$ cat config.mk
export PLATFORM = sky130hd
export DESIGN_NAME = packed_binary_field_decoder_flat
export DESIGN_NICKNAME = d
export VERILOG_FILES = /design/src/rtl/core/pbfd_pkg.sv /design/src/rtl/core/pbfd_if.sv /design/src/rtl/core/pbfd_field_logic.sv /design/src/rtl/core/packed_binary_field_decoder.sv /design/src/flat_wrapper.sv
export SDC_FILE = /design/constraint.sdc
export NUM_CORES = 1
export LEC_CHECK = 0
export BUFFER_PORTS_ARGS = -buffer_cell sky130_fd_sc_hd__buf_2
export CAP_MARGIN = 20
export CORE_UTILIZATION = 23
export CTS_CLUSTER_DIAMETER = 100
export DETAILED_ROUTE_END_ITERATION = 8
export MAX_ROUTING_LAYER = met4
export PLACE_DENSITY_LB_ADDON = 0.05
export SYNTH_ARGS = -nofsm -noshare
export SYNTH_HDL_FRONTEND = slang
export SYNTH_HIERARCHICAL = 1
export SYNTH_SLANG_ARGS = --single-unit
$ cat constraint.sdc
create_clock -name clk -period 15.9 [get_ports clk]
set_clock_uncertainty 0.05 [all_clocks]
set_input_delay 1.59 -clock clk [delete_from_list [all_inputs] [get_ports clk]]
set_output_delay 1.59 -clock clk [all_outputs]
set_load 0.005 [all_outputs]
$ cat src/rtl/core/pbfd_pkg.sv
// ---------------------------------------------------------------------------
// Packed binary field decoder package
// Types, constants and arithmetic helpers shared by the decoder files.
// ---------------------------------------------------------------------------
package pbfd_pkg;

    localparam int MAX_BINARY_BYTES = 8;
    localparam int BIN_BITS         = 8 * MAX_BINARY_BYTES;

    localparam int VALUE_W     = 64;
    localparam int SCALE_W     = 5;
    localparam int STATUS_W    = 2;
    localparam int CFG_INDEX_W = 2;
    localparam int CFG_DATA_W  = 5;

    localparam logic [63:0] I64_MAX     = 64'h7FFF_FFFF_FFFF_FFFF;
    localparam logic [63:0] I64_MIN_MAG = 64'h8000_0000_0000_0000;

    // Binary range limits, worked out from the binary byte count
    localparam logic [63:0] SBIN_LIM_POS = (64'd1 << (BIN_BITS - 1)) - 64'd1;
    localparam logic [63:0] SBIN_LIM_NEG = 64'd1 << (BIN_BITS - 1);
    localparam logic [63:0] UBIN_LIM_POS =
        (BIN_BITS < 64) ? ((64'd1 << BIN_BITS) - 64'd1) : I64_MAX;

    localparam logic [SCALE_W-1:0] SCALE_MAX = 5'd16;
    localparam logic [3:0]         CNT_MAX   = 4'd15;

    typedef enum logic [2:0] {
        MODE_DIGITS  = 3'd0,
        MODE_SPACKED = 3'd1,
        MODE_UPACKED = 3'd2,
        MODE_SBINARY = 3'd3,
        MODE_UBINARY = 3'd4,
        MODE_HEX     = 3'd5
    } mode_t;

    typedef enum logic [STATUS_W-1:0] {
        ST_OK  = 2'd0,
        ST_BAD = 2'd1,
        ST_OVF = 2'd2
    } status_t;

    typedef enum logic [CFG_INDEX_W-1:0] {
        CFG_FORMAT_MODE = 2'd0,
        CFG_BIG_ENDIAN  = 2'd1,
        CFG_IMPLIED_DEC = 2'd2,
        CFG_DECIMALS    = 2'd3
    } cfg_index_t;

    typedef enum logic [1:0] {
        MUL_10,
        MUL_100,
        MUL_16,
        MUL_256
    } mul_t;

    typedef struct packed {
        logic [2:0]         mode;
        logic               big_endian;
        logic               idec_on;
        logic [SCALE_W-1:0] decimals;
    } cfg_t;

    typedef struct packed {
        logic [63:0] acc;
        logic [3:0]  cnt;
        logic        bad;
        logic        ovf;
        logic        hex_seen;
        logic        trail_seen;
        logic        sign;
        logic        ext_zero;
        logic        ext_ones;
    } field_state_t;

    localparam field_state_t FIELD_CLEAR = '{
        acc: 64'd0, cnt: 4'd0, bad: 1'b0, ovf: 1'b0, hex_seen: 1'b0,
        trail_seen: 1'b0, sign: 1'b0, ext_zero: 1'b1, ext_ones: 1'b1
    };

    typedef struct packed {
        logic [VALUE_W-1:0] value;
        logic [SCALE_W-1:0] scale;
        status_t            status;
    } result_t;

    typedef struct packed {
        logic [63:0] acc;
        logic        ovf;
    } mac_t;

    typedef struct packed {
        logic       valid;
        logic [3:0] val;
    } hex_t;

    // acc * mul + add, saturating at all ones; multipliers are shift-adds
    function automatic mac_t mac(input logic [63:0] acc, input mul_t mul,
                                 input logic [7:0] add);
        logic [71:0] a;
        logic [71:0] p;
        mac_t        r;
        a = {8'd0, acc};
        unique case (mul)
            MUL_10:  p = (a << 3) + (a << 1);
            MUL_100: p = (a << 6) + (a << 5) + (a << 2);
            MUL_16:  p = a << 4;
            MUL_256: p = a << 8;
        endcase
        p = p + {64'd0, add};
        r.ovf = |p[71:64];
        r.acc = r.ovf ? '1 : p[63:0];
        return r;
    endfunction

    function automatic hex_t hex_value(input logic [7:0] b);
        hex_t r;
        r.valid = 1'b1;
        r.val   = 4'd0;
        if (b >= 8'h30 && b <= 8'h39) begin
            r.val = 4'(b - 8'h30);
        end
        else if (b >= 8'h61 && b <= 8'h66) begin
            r.val = 4'(b - 8'h57);
        end
        else if (b >= 8'h41 && b <= 8'h46) begin
            r.val = 4'(b - 8'h37);
        end
        else begin
            r.valid = 1'b0;
        end
        return r;
    endfunction

    function automatic logic is_space(input logic [7:0] b);
        return (b == 8'h20) || (b >= 8'h09 && b <= 8'h0D);
    endfunction

    // Mask of the low n bytes, n in 1..8
    function automatic logic [63:0] low_mask(input logic [3:0] n);
        logic [63:0] m;
        unique case (n)
            4'd1:    m = 64'h0000_0000_0000_00FF;
            4'd2:    m = 64'h0000_0000_0000_FFFF;
            4'd3:    m = 64'h0000_0000_00FF_FFFF;
            4'd4:    m = 64'h0000_0000_FFFF_FFFF;
            4'd5:    m = 64'h0000_00FF_FFFF_FFFF;
            4'd6:    m = 64'h0000_FFFF_FFFF_FFFF;
            4'd7:    m = 64'h00FF_FFFF_FFFF_FFFF;
            default: m = '1;
        endcase
        return m;
    endfunction

    // Top bit of the low n bytes, n in 1..8
    function automatic logic top_bit_of(input logic [63:0] v, input logic [3:0] n);
        logic [6:0] span;
        logic [5:0] idx;
        span = {n, 3'b000};
        idx  = 6'(span - 7'd1);
        return v[idx];
    endfunction

endpackage

$ cat src/rtl/core/pbfd_if.sv
// ---------------------------------------------------------------------------
// Packed binary field decoder channels
// Byte input, result output and configuration write channels.
// ---------------------------------------------------------------------------
interface pbfd_byte_if import pbfd_pkg::*; ();
    logic       valid;
    logic       ready;
    logic [7:0] data_byte;
    logic       last_byte;

    modport source (output valid, output data_byte, output last_byte, input ready);
    modport sink   (input valid, input data_byte, input last_byte, output ready);
endinterface

interface pbfd_result_if import pbfd_pkg::*; ();
    logic                      valid;
    logic                      ready;
    logic signed [VALUE_W-1:0] value;
    logic [SCALE_W-1:0]        decimal_scale;
    logic [STATUS_W-1:0]       status;

    modport source (output valid, output value, output decimal_scale, output status,
                    input ready);
    modport sink   (input valid, input value, input decimal_scale, input status,
                    output ready);
endinterface

interface pbfd_cfg_if import pbfd_pkg::*; ();
    logic                   valid;
    logic                   ready;
    logic [CFG_INDEX_W-1:0] index;
    logic [CFG_DATA_W-1:0]  wdata;

    modport source (output valid, output index, output wdata, input ready);
    modport sink   (input valid, input index, input wdata, output ready);
endinterface

$ cat src/rtl/core/pbfd_field_logic.sv
// ---------------------------------------------------------------------------
// Packed binary field decoder byte logic
// Next field state for one byte, and the finished result on the last byte.
// ---------------------------------------------------------------------------
module pbfd_field_logic import pbfd_pkg::*;
(
    input  cfg_t         cfg,
    input  field_state_t cur,
    input  logic [7:0]   data_byte,
    input  logic         last_byte,
    output field_state_t nxt,
    output result_t      res
);

    mul_t        mac_mul;
    logic [7:0]  mac_add;
    logic        mac_en;
    mac_t        mr;
    hex_t        hv;
    logic        b_space;
    logic        b_digit;
    logic        sign_now;
    logic [7:0]  packed_pair;
    logic        neg_packed;

    logic        exceed;
    logic        neg;
    logic [63:0] mag;
    logic [63:0] lim_pos;
    logic [63:0] lim_neg;
    logic [63:0] lim;
    logic [3:0]  n;
    logic        n_fits;

    assign hv          = hex_value(data_byte);
    assign b_space     = is_space(data_byte);
    assign b_digit     = (data_byte >= 8'h30) && (data_byte <= 8'h39);
    assign sign_now    = (cur.cnt == 4'd0) ? data_byte[7] : cur.sign;
    assign packed_pair = ({4'd0, data_byte[7:4]} << 3) + ({4'd0, data_byte[7:4]} << 1)
                         + {4'd0, data_byte[3:0]};
    assign neg_packed  = data_byte[4] ^ data_byte[5];

    // Pick the single multiply-add for this byte
    always_comb
    begin
        mac_mul = MUL_10;
        mac_add = 8'd0;
        mac_en  = 1'b0;
        unique case (cfg.mode)
            MODE_DIGITS:
            begin
                mac_en  = b_digit;
                mac_add = data_byte - 8'h30;
            end
            MODE_SPACKED:
            begin
                mac_en = 1'b1;
                if (last_byte)
                begin
                    mac_add = {4'd0, data_byte[7:4]};
                end
                else
                begin
                    mac_mul = MUL_100;
                    mac_add = packed_pair;
                end
            end
            MODE_UPACKED:
            begin
                mac_en  = 1'b1;
                mac_mul = MUL_100;
                mac_add = packed_pair;
            end
            MODE_SBINARY, MODE_UBINARY:
            begin
                mac_en  = cfg.big_endian;
                mac_mul = MUL_256;
                mac_add = (cfg.mode == MODE_SBINARY && sign_now) ? ~data_byte : data_byte;
            end
            MODE_HEX:
            begin
                mac_en  = !b_space && hv.valid && !cur.trail_seen;
                mac_mul = MUL_16;
                mac_add = {4'd0, hv.val};
            end
            default:
            begin
                mac_en = 1'b0;
            end
        endcase
    end

    assign mr = mac(cur.acc, mac_mul, mac_add);

    // Field state after this byte
    always_comb
    begin
        nxt = cur;
        if (mac_en)
        begin
            nxt.acc = mr.acc;
            nxt.ovf = cur.ovf | mr.ovf;
        end
        unique case (cfg.mode)
            MODE_DIGITS:
            begin
                if (!b_digit)
                begin
                    nxt.bad = 1'b1;
                end
            end
            MODE_SPACKED, MODE_UPACKED:
            begin
                nxt.bad = cur.bad;
            end
            MODE_SBINARY, MODE_UBINARY:
            begin
                if (cfg.big_endian)
                begin
                    if (cfg.mode == MODE_SBINARY)
                    begin
                        nxt.sign = sign_now;
                    end
                end
                else if (!cur.cnt[3])
                begin
                    nxt.acc = cur.acc | ({56'd0, data_byte} << {cur.cnt[2:0], 3'b000});
                end
                else
                begin
                    // bytes past the eighth only extend the value
                    if (data_byte != 8'h00)
                    begin
                        nxt.ext_zero = 1'b0;
                    end
                    if (data_byte != 8'hFF)
                    begin
                        nxt.ext_ones = 1'b0;
                    end
                    if (cfg.mode == MODE_UBINARY && data_byte != 8'h00)
                    begin
                        nxt.ovf = 1'b1;
                    end
                    nxt.sign = data_byte[7];
                end
            end
            MODE_HEX:
            begin
                if (b_space)
                begin
                    if (cur.hex_seen)
                    begin
                        nxt.trail_seen = 1'b1;
                    end
                end
                else if (hv.valid && !cur.trail_seen)
                begin
                    nxt.hex_seen = 1'b1;
                end
                else
                begin
                    nxt.bad = 1'b1;
                end
            end
            default:
            begin
                nxt.bad = 1'b1;
            end
        endcase
        if (cur.cnt != CNT_MAX)
        begin
            nxt.cnt = cur.cnt + 4'd1;
        end
    end

    // Sign, range and saturation of the finished field
    always_comb
    begin
        exceed  = nxt.ovf;
        mag     = nxt.acc;
        neg     = 1'b0;
        lim_pos = I64_MAX;
        lim_neg = I64_MIN_MAG;
        n       = nxt.cnt;
        n_fits  = 1'b1;
        unique case (cfg.mode)
            MODE_SPACKED:
            begin
                neg = neg_packed;
            end
            MODE_SBINARY:
            begin
                lim_pos = SBIN_LIM_POS;
                lim_neg = SBIN_LIM_NEG;
                if (cfg.big_endian)
                begin
                    // magnitude of a negative value was built from inverted bytes
                    neg = nxt.sign;
                    if (neg)
                    begin
                        if (&nxt.acc)
                        begin
                            exceed = 1'b1;
                        end
                        else
                        begin
                            mag = nxt.acc + 64'd1;
                        end
                    end
                end
                else
                begin
                    if (n > 4'd8)
                    begin
                        if ((nxt.ext_zero && !nxt.acc[63]) || (nxt.ext_ones && nxt.acc[63]))
                        begin
                            n = 4'd8;
                        end
                        else
                        begin
                            exceed = 1'b1;
                            neg    = nxt.sign;
                            n_fits = 1'b0;
                        end
                    end
                    if (n_fits)
                    begin
                        neg = top_bit_of(nxt.acc, n);
                        if (neg)
                        begin
                            mag = (~nxt.acc + 64'd1) & low_mask(n);
                        end
                    end
                end
            end
            MODE_UBINARY:
            begin
                lim_pos = UBIN_LIM_POS;
            end
            default:
            begin
                neg = 1'b0;
            end
        endcase

        lim = neg ? lim_neg : lim_pos;
        if (nxt.bad)
        begin
            res.value  = '0;
            res.scale  = '0;
            res.status = ST_BAD;
        end
        else
        begin
            res.status = ST_OK;
            if (exceed || mag > lim)
            begin
                mag        = lim;
                res.status = ST_OVF;
            end
            res.value = neg ? (64'd0 - mag) : mag;
            res.scale = '0;
            if (cfg.idec_on && cfg.mode <= MODE_UBINARY)
            begin
                res.scale = (cfg.decimals > SCALE_MAX) ? SCALE_MAX : cfg.decimals;
            end
        end
    end

endmodule

$ cat src/rtl/core/packed_binary_field_decoder.sv
// ---------------------------------------------------------------------------
// Packed binary field decoder
// Decodes one field per run of bytes into a saturated signed 64-bit value.
// ---------------------------------------------------------------------------
//  channel       dir  carries                                  transaction
//  field_bytes   in   data_byte, last_byte                     valid & ready
//  results       out  value, decimal_scale, status             valid & ready
//  cfg           in   index, wdata (always ready)              valid & ready
//
//  One byte per cycle while no result stalls; each result is registered.
//  The rate is set by the accumulator update: one constant multiply-add
//  with saturation per byte, between the byte register and the state.
//  Reset clears the configuration, the field state and both valid flags.
//  A stalled result holds the last byte in the byte register, and the
//  byte input stalls behind it until the result is taken.
// ---------------------------------------------------------------------------
module packed_binary_field_decoder import pbfd_pkg::*;
(
    input  logic                 clk,
    input  logic                 rst_n,
    pbfd_byte_if.sink            field_bytes,
    pbfd_result_if.source        results,
    pbfd_cfg_if.sink             cfg
);

    cfg_t         cfg_reg;
    cfg_t         cfg_next;
    field_state_t field_reg;
    field_state_t field_next;
    field_state_t field_upd;
    result_t      res_comb;

    logic         s1_valid_reg;
    logic         s1_valid_next;
    logic [7:0]   s1_byte_reg;
    logic         s1_last_reg;

    logic         out_valid_reg;
    logic         out_valid_next;
    result_t      out_res_reg;

    logic         in_xfer;
    logic         cfg_xfer;
    logic         res_free;
    logic         s1_advance;
    logic         s1_finish;

    assign cfg.ready   = 1'b1;
    assign cfg_xfer    = cfg.valid & cfg.ready;

    assign res_free    = !out_valid_reg || results.ready;
    assign s1_advance  = s1_valid_reg && (!s1_last_reg || res_free);
    assign s1_finish   = s1_advance && s1_last_reg;

    assign field_bytes.ready = !s1_valid_reg || s1_advance;
    assign in_xfer           = field_bytes.valid & field_bytes.ready;

    pbfd_field_logic u_field_logic (
        .cfg       (cfg_reg),
        .cur       (field_reg),
        .data_byte (s1_byte_reg),
        .last_byte (s1_last_reg),
        .nxt       (field_upd),
        .res       (res_comb)
    );

    always_comb
    begin
        cfg_next = cfg_reg;
        if (cfg_xfer)
        begin
            unique case (cfg_index_t'(cfg.index))
                CFG_FORMAT_MODE: cfg_next.mode       = cfg.wdata[2:0];
                CFG_BIG_ENDIAN:  cfg_next.big_endian = cfg.wdata[0];
                CFG_IMPLIED_DEC: cfg_next.idec_on    = cfg.wdata[0];
                CFG_DECIMALS:    cfg_next.decimals   = cfg.wdata;
            endcase
        end
    end

    // Drop the field on a register write or once its last byte is decoded
    always_comb
    begin
        field_next = field_reg;
        if (cfg_xfer || s1_finish)
        begin
            field_next = FIELD_CLEAR;
        end
        else if (s1_advance)
        begin
            field_next = field_upd;
        end
    end

    always_comb
    begin
        s1_valid_next = s1_valid_reg;
        if (in_xfer)
        begin
            s1_valid_next = 1'b1;
        end
        else if (s1_advance)
        begin
            s1_valid_next = 1'b0;
        end
    end

    always_comb
    begin
        out_valid_next = out_valid_reg;
        if (s1_finish)
        begin
            out_valid_next = 1'b1;
        end
        else if (results.ready)
        begin
            out_valid_next = 1'b0;
        end
    end

    always_ff @(posedge clk or negedge rst_n)
    begin
        if (!rst_n)
        begin
            cfg_reg       <= '0;
            field_reg     <= FIELD_CLEAR;
            s1_valid_reg  <= 1'b0;
            out_valid_reg <= 1'b0;
        end
        else
        begin
            cfg_reg       <= cfg_next;
            field_reg     <= field_next;
            s1_valid_reg  <= s1_valid_next;
            out_valid_reg <= out_valid_next;
        end
    end

    always_ff @(posedge clk)
    begin
        if (in_xfer)
        begin
            s1_byte_reg <= field_bytes.data_byte;
            s1_last_reg <= field_bytes.last_byte;
        end
        if (s1_finish)
        begin
            out_res_reg <= res_comb;
        end
    end

    assign results.valid         = out_valid_reg;
    assign results.value         = $signed(out_res_reg.value);
    assign results.decimal_scale = out_res_reg.scale;
    assign results.status        = out_res_reg.status;

endmodule

$ cat src/flat_wrapper.sv
// flat-port wrapper written by rule: the top's interface ports become plain ports
module packed_binary_field_decoder_flat import pbfd_pkg::*;
  (clk, rst_n, field_bytes_valid, field_bytes_data_byte, field_bytes_last_byte, field_bytes_ready, results_valid, results_value, results_decimal_scale, results_status, results_ready, cfg_valid, cfg_index, cfg_wdata, cfg_ready);
  pbfd_byte_if field_bytes_i ();
  pbfd_result_if results_i ();
  pbfd_cfg_if cfg_i ();
  input  logic clk;
  input  logic rst_n;
  input wire logic [$bits(field_bytes_i.valid)-1:0] field_bytes_valid;
  input wire logic [$bits(field_bytes_i.data_byte)-1:0] field_bytes_data_byte;
  input wire logic [$bits(field_bytes_i.last_byte)-1:0] field_bytes_last_byte;
  output wire logic [$bits(field_bytes_i.ready)-1:0] field_bytes_ready;
  output wire logic [$bits(results_i.valid)-1:0] results_valid;
  output wire logic [$bits(results_i.value)-1:0] results_value;
  output wire logic [$bits(results_i.decimal_scale)-1:0] results_decimal_scale;
  output wire logic [$bits(results_i.status)-1:0] results_status;
  input wire logic [$bits(results_i.ready)-1:0] results_ready;
  input wire logic [$bits(cfg_i.valid)-1:0] cfg_valid;
  input wire logic [$bits(cfg_i.index)-1:0] cfg_index;
  input wire logic [$bits(cfg_i.wdata)-1:0] cfg_wdata;
  output wire logic [$bits(cfg_i.ready)-1:0] cfg_ready;
  assign field_bytes_i.valid = field_bytes_valid;
  assign field_bytes_i.data_byte = field_bytes_data_byte;
  assign field_bytes_i.last_byte = field_bytes_last_byte;
  assign field_bytes_ready = field_bytes_i.ready;
  assign results_valid = results_i.valid;
  assign results_value = results_i.value;
  assign results_decimal_scale = results_i.decimal_scale;
  assign results_status = results_i.status;
  assign results_i.ready = results_ready;
  assign cfg_i.valid = cfg_valid;
  assign cfg_i.index = cfg_index;
  assign cfg_i.wdata = cfg_wdata;
  assign cfg_ready = cfg_i.ready;
  packed_binary_field_decoder u_core (.clk(clk), .rst_n(rst_n), .field_bytes(field_bytes_i), .results(results_i), .cfg(cfg_i));
endmodule
==> run summary <==
Total of endpoints with negative setup slack in the final report: 0. The power density over cell area was 148 mW/mm2. The maximum level of the CTS H-tree is 4, and the deepest clock path buffer count is 2.

The cell that appears most often on the critical path is sky130_fd_sc_hd__buf_4. The synthesized netlist occupies a cell area of 0.0354 mm2. The width of the die works out to 394 um.

The biggest area contributor in the post-synthesis netlist is sky130_fd_sc_hd__ha_1. Data on the critical path is required at its endpoint by 16.24 ns. The peak per-stage delay on the critical path was 0.86 ns; the summed negative setup slack over all endpoints was 0 ns. Sorting the synthesized cells by area gives the leading types as sky130_fd_sc_hd__ha_1 (8.1%), sky130_fd_sc_hd__edfxtp_1 (6.8%), sky130_fd_sc_hd__a21oi_1 (6.1%), sky130_fd_sc_hd__dfrtp_1 (6.0%), sky130_fd_sc_hd__nand2_1 (5.5%). The initial utilization of the core area, before any placement, comes to 23.2%.

The detailed-router iteration count before antenna repair is 6. The overall via count from detail_route was 43.1k. The tree is rooted in a sky130_fd_sc_hd__clkbuf_16. For the starting DRC count in detailed routing, the log shows 4936. The count of cell types in the netlist is 130, and the max-slew headroom at the worst pin is 19.5%. Summing all multi-input logic gate instances after layout gives 0.0292 mm2. Layout cell share with drive strength beyond 1: 13.9%. Ratio of final minimum period to clock period: 96.1%.

Dividing the detail-routed wire length by the instance count gives 30.7 um. Class of the worst hold path: flip-flop to flip-flop. For the clock latency on the worst-skew pair, the log shows 0.56 ns. The tools report the post-layout net count as 5469.

The flip-flop count of the largest register, all copies and words added is 75. During placement, the flow inserted port buffers numbering 93. The logs give 5307 for the number of nets in the synthesized netlist and 102000 um for the met1 wire length.

The total number of placement rows was 143; the overall global routing resource usage was 28.2%. The area growth from synthesis to layout is 15.6%. The worst-case setup margin in the final layout was 0.614 ns; the detail-routed via count per cell was 5.98.

Measured along the y axis, the die boundary spans 394 um. The total length of routed wires is 221000 um, and the number of filler cells placed in the layout is 16.9k. Of the synthesized area, sequential elements account for 13.0%. Buffers inserted during clock tree synthesis total 17. Clock-pin slew was measured on the worst setup and hold paths at 0.08 ns. Across the VDD grid, the largest voltage drop is 0.113 mV. CTS saw 167 sinks.

Wire segments on met2 add up to 98600 um in the final route. After synthesis the netlist holds a flip-flop and latch count of 167. The first global-routing pass estimated 311000 um of wire. On the critical path, the stage with the largest delay is an instance of sky130_fd_sc_hd__dfrtp_1.

The die area was 0.155 mm2; the highest attainable clock frequency was 65.4 MHz. Along the worst path, the maximum fanout reaches 12. The core region is 0.152 mm2. The worst setup path is launched from a flip-flop. Once detail routing completed, the nets flagged for antenna violations numbered 0. The setup path with the least slack is of type flip-flop to flip-flop.

Summed over all layers, the global routing overflow is 0. The number of antenna violations at the first check in global routing is 10, and the area share of the leading cell type in the synthesized netlist is 8.13%. Leakage power: 15.6 nW. The final count of pins violating max slew was 0; the area taken by flip-flops and latches was 0.00458 mm2. In the synthesized netlist, the number of instances is 4991. The design draws 6.04 mW.

The minimum setup slack after placement came out at 0.270 ns. During I/O placement, the number of pins put on the boundary was 95. The share of the core filled with cells in the final layout is 26.9%.

The run gives 15.63 ns as the endpoint arrival time on the critical path. Counting flops with an async set or reset pin after synthesis yields a share of 52.1%. Among all flip-flop cells after synthesis, the most frequent one is sky130_fd_sc_hd__dfrtp_1. The largest net degree at the start of global routing was 103; the number of DRC violations after detailed routing was 0. For the number of synthesis warnings, the log shows 6. STA classifies the critical path endpoint as a flip-flop. The post-layout minimum cycle time is 15.29 ns, and the number of maximum-capacitance constraint violations is 0.

The synthesized area per cell came out at 7.09 um2. TritonCTS built the clock tree. The number of failing hold endpoints at the final stage was 0. The final RePlAce weighted congestion was 0.972. The total half-perimeter wirelength after legalization and detailed placement is 181000 um. The detailed router used layers up to and including met4. The via count of the first global-routing pass was 40.9k; the met3 wire length was 15000 um. Actual slew at the worst max-slew pin: 1.20 ns. The run finished with clean final reports.

In this run, synthesis inferred 80 flip-flops with an integrated enable.
## worst max-delay path, delay by kind of cell (launching register included)
family / cells / cell delay, ns
fa+ha+maj: 4 / 1.61
flops: 1 / 0.86
simple gates: 14 / 3.88
compound gates: 24 / 6.62
buf+inv: 8 / 1.71
mux: 1 / 0.34
## stage by stage
stage / hold WS (ns) / instance area (um2) / std cells
floorplan: 0.387 / 35400 / 4991
global placement: 0.399 / 39900 / 7149
detailed placement: 0.402 / 40000 / 7151
CTS: 0.414 / 40600 / 7183
global route: 0.429 / 40900 / 7197
finish: 0.411 / 40900 / 7198
## path summary, 6_finish.rpt
kind	startpoint	endpoint	slack, ns	cells past startpoint
max reg2reg	u_core/field_reg[58]$_DFFE_PN0P_	u_core/results.value[59]$_DFFE_PP_	0.61	51
max	u_core/field_reg[58]$_DFFE_PN0P_	u_core/results.value[59]$_DFFE_PP_	0.61	51
min	u_core/field_reg[0]$_DFFE_PN1P_	u_core/field_reg[0]$_DFFE_PN1P_	0.41	2
min in group asynchronous	rst_n	u_core/cfg_reg[7]$_DFFE_PN0P_	0.98	1
max in group asynchronous	rst_n	u_core/field_reg[64]$_DFFE_PN0P_	13.49	2
min reg2reg	u_core/field_reg[0]$_DFFE_PN1P_	u_core/field_reg[0]$_DFFE_PN1P_	0.41	2
## placed cells by master (no fill, tap or decap), types with 24 or more instances in the layout
| cell | count |
|---|---|
| sky130_fd_sc_hd__mux2i_1 | 51 |
| sky130_fd_sc_hd__xnor2_1 | 71 |
| sky130_fd_sc_hd__or2_2 | 35 |
| sky130_fd_sc_hd__and3_1 | 64 |
| sky130_fd_sc_hd__inv_1 | 165 |
| sky130_fd_sc_hd__buf_2 | 94 |
| sky130_fd_sc_hd__o21a_1 | 60 |
| sky130_fd_sc_hd__or3_1 | 47 |
| sky130_fd_sc_hd__fa_1 | 65 |
| sky130_fd_sc_hd__nand4_1 | 153 |
| sky130_fd_sc_hd__a31oi_1 | 110 |
| sky130_fd_sc_hd__a22o_1 | 83 |
| sky130_fd_sc_hd__o31ai_1 | 68 |
| sky130_fd_sc_hd__a31o_2 | 26 |
| sky130_fd_sc_hd__and4_1 | 27 |
| sky130_fd_sc_hd__nor3_1 | 156 |
| sky130_fd_sc_hd__dfrtp_1 | 83 |
| sky130_fd_sc_hd__mux2_2 | 25 |
| sky130_fd_sc_hd__xor2_1 | 44 |
| sky130_fd_sc_hd__nand3b_1 | 25 |
| sky130_fd_sc_hd__nor2b_1 | 32 |
| sky130_fd_sc_hd__edfxtp_1 | 80 |
| sky130_fd_sc_hd__nand2_1 | 511 |
| sky130_fd_sc_hd__o311ai_0 | 24 |
| sky130_fd_sc_hd__nor4_1 | 74 |
| sky130_fd_sc_hd__o211ai_1 | 62 |
| sky130_fd_sc_hd__or4_1 | 25 |
| sky130_fd_sc_hd__a21o_1 | 78 |
| sky130_fd_sc_hd__buf_4 | 360 |
| sky130_fd_sc_hd__nor2_1 | 440 |
| sky130_fd_sc_hd__a221oi_1 | 59 |
| sky130_fd_sc_hd__a22oi_1 | 31 |
| sky130_fd_sc_hd__nand2b_1 | 61 |
| sky130_fd_sc_hd__a211oi_1 | 67 |
| sky130_fd_sc_hd__ha_1 | 229 |
| sky130_fd_sc_hd__o21ai_0 | 334 |
| sky130_fd_sc_hd__o22ai_1 | 29 |
| sky130_fd_sc_hd__a21oi_1 | 428 |
| sky130_fd_sc_hd__and2_1 | 61 |
| sky130_fd_sc_hd__nand3_1 | 164 |
## final cells by class
type,count,area share [%]
Antenna cell,2,0.0122
Multi-Input combinational cell,4332,71.3
Sequential cell,167,11.2
Timing Repair Buffer,465,8.21
Tap cell,2030,6.21
Inverter,170,1.56
Clock inverter,9,0.269
Clock buffer,23,1.25
## cells in the mapped netlist, types with 47 or more instances
cell and instances:
sky130_fd_sc_hd__a21oi_1 432, sky130_fd_sc_hd__nand4_1 153, sky130_fd_sc_hd__o211ai_1 62, sky130_fd_sc_hd__edfxtp_1 80, sky130_fd_sc_hd__a21o_1 79, sky130_fd_sc_hd__o31ai_1 70
sky130_fd_sc_hd__or3_1 47, sky130_fd_sc_hd__and3_1 66, sky130_fd_sc_hd__o21a_1 62, sky130_fd_sc_hd__and2_1 61, sky130_fd_sc_hd__a211oi_1 69, sky130_fd_sc_hd__buf_2 58
sky130_fd_sc_hd__o21ai_0 337, sky130_fd_sc_hd__fa_1 65, sky130_fd_sc_hd__inv_1 165, sky130_fd_sc_hd__a31oi_1 113, sky130_fd_sc_hd__a22o_1 83, sky130_fd_sc_hd__nor2_1 446
sky130_fd_sc_hd__nor3_1 159, sky130_fd_sc_hd__clkbuf_1 216, sky130_fd_sc_hd__mux2i_1 51, sky130_fd_sc_hd__nand3_1 166, sky130_fd_sc_hd__dfrtp_1 85, sky130_fd_sc_hd__nand2_1 514
sky130_fd_sc_hd__xnor2_1 71, sky130_fd_sc_hd__nor4_1 76, sky130_fd_sc_hd__a221oi_1 59, sky130_fd_sc_hd__nand2b_1 61, sky130_fd_sc_hd__ha_1 230
## layer usage
metal	vias up	global-route usage, %
met2	1718	43.1
met4	0	6.75
met5	-	-
li1	19600	-
met1	21500	38.6
met3	186	4.20
## report_power, final
group	switching, mW	internal (mW)
sequential	0.0923	0.556
combinational	3.37	1.55
clock	0.218	0.258
## what timing repair did
item                       CTS  global route
setup endpoints to repair    0            57
resized for setup            0            49
setup buffers                0            11
hold buffers                 0             0
## cell families after synthesis
kind of cell	count (synthesis)	synth area share [%]
adders and majority gates	295	11.8
other	1	0.0106
AOI/OAI and AO/OA	1845	35.7
DFF	167	13.0
buffers and inverters	493	5.63
xor gates and xnor gates	115	2.85
muxes	76	2.24
and+or+nand+nor	1999	28.8
Note: power is estimated with default switching activity, not from simulation.
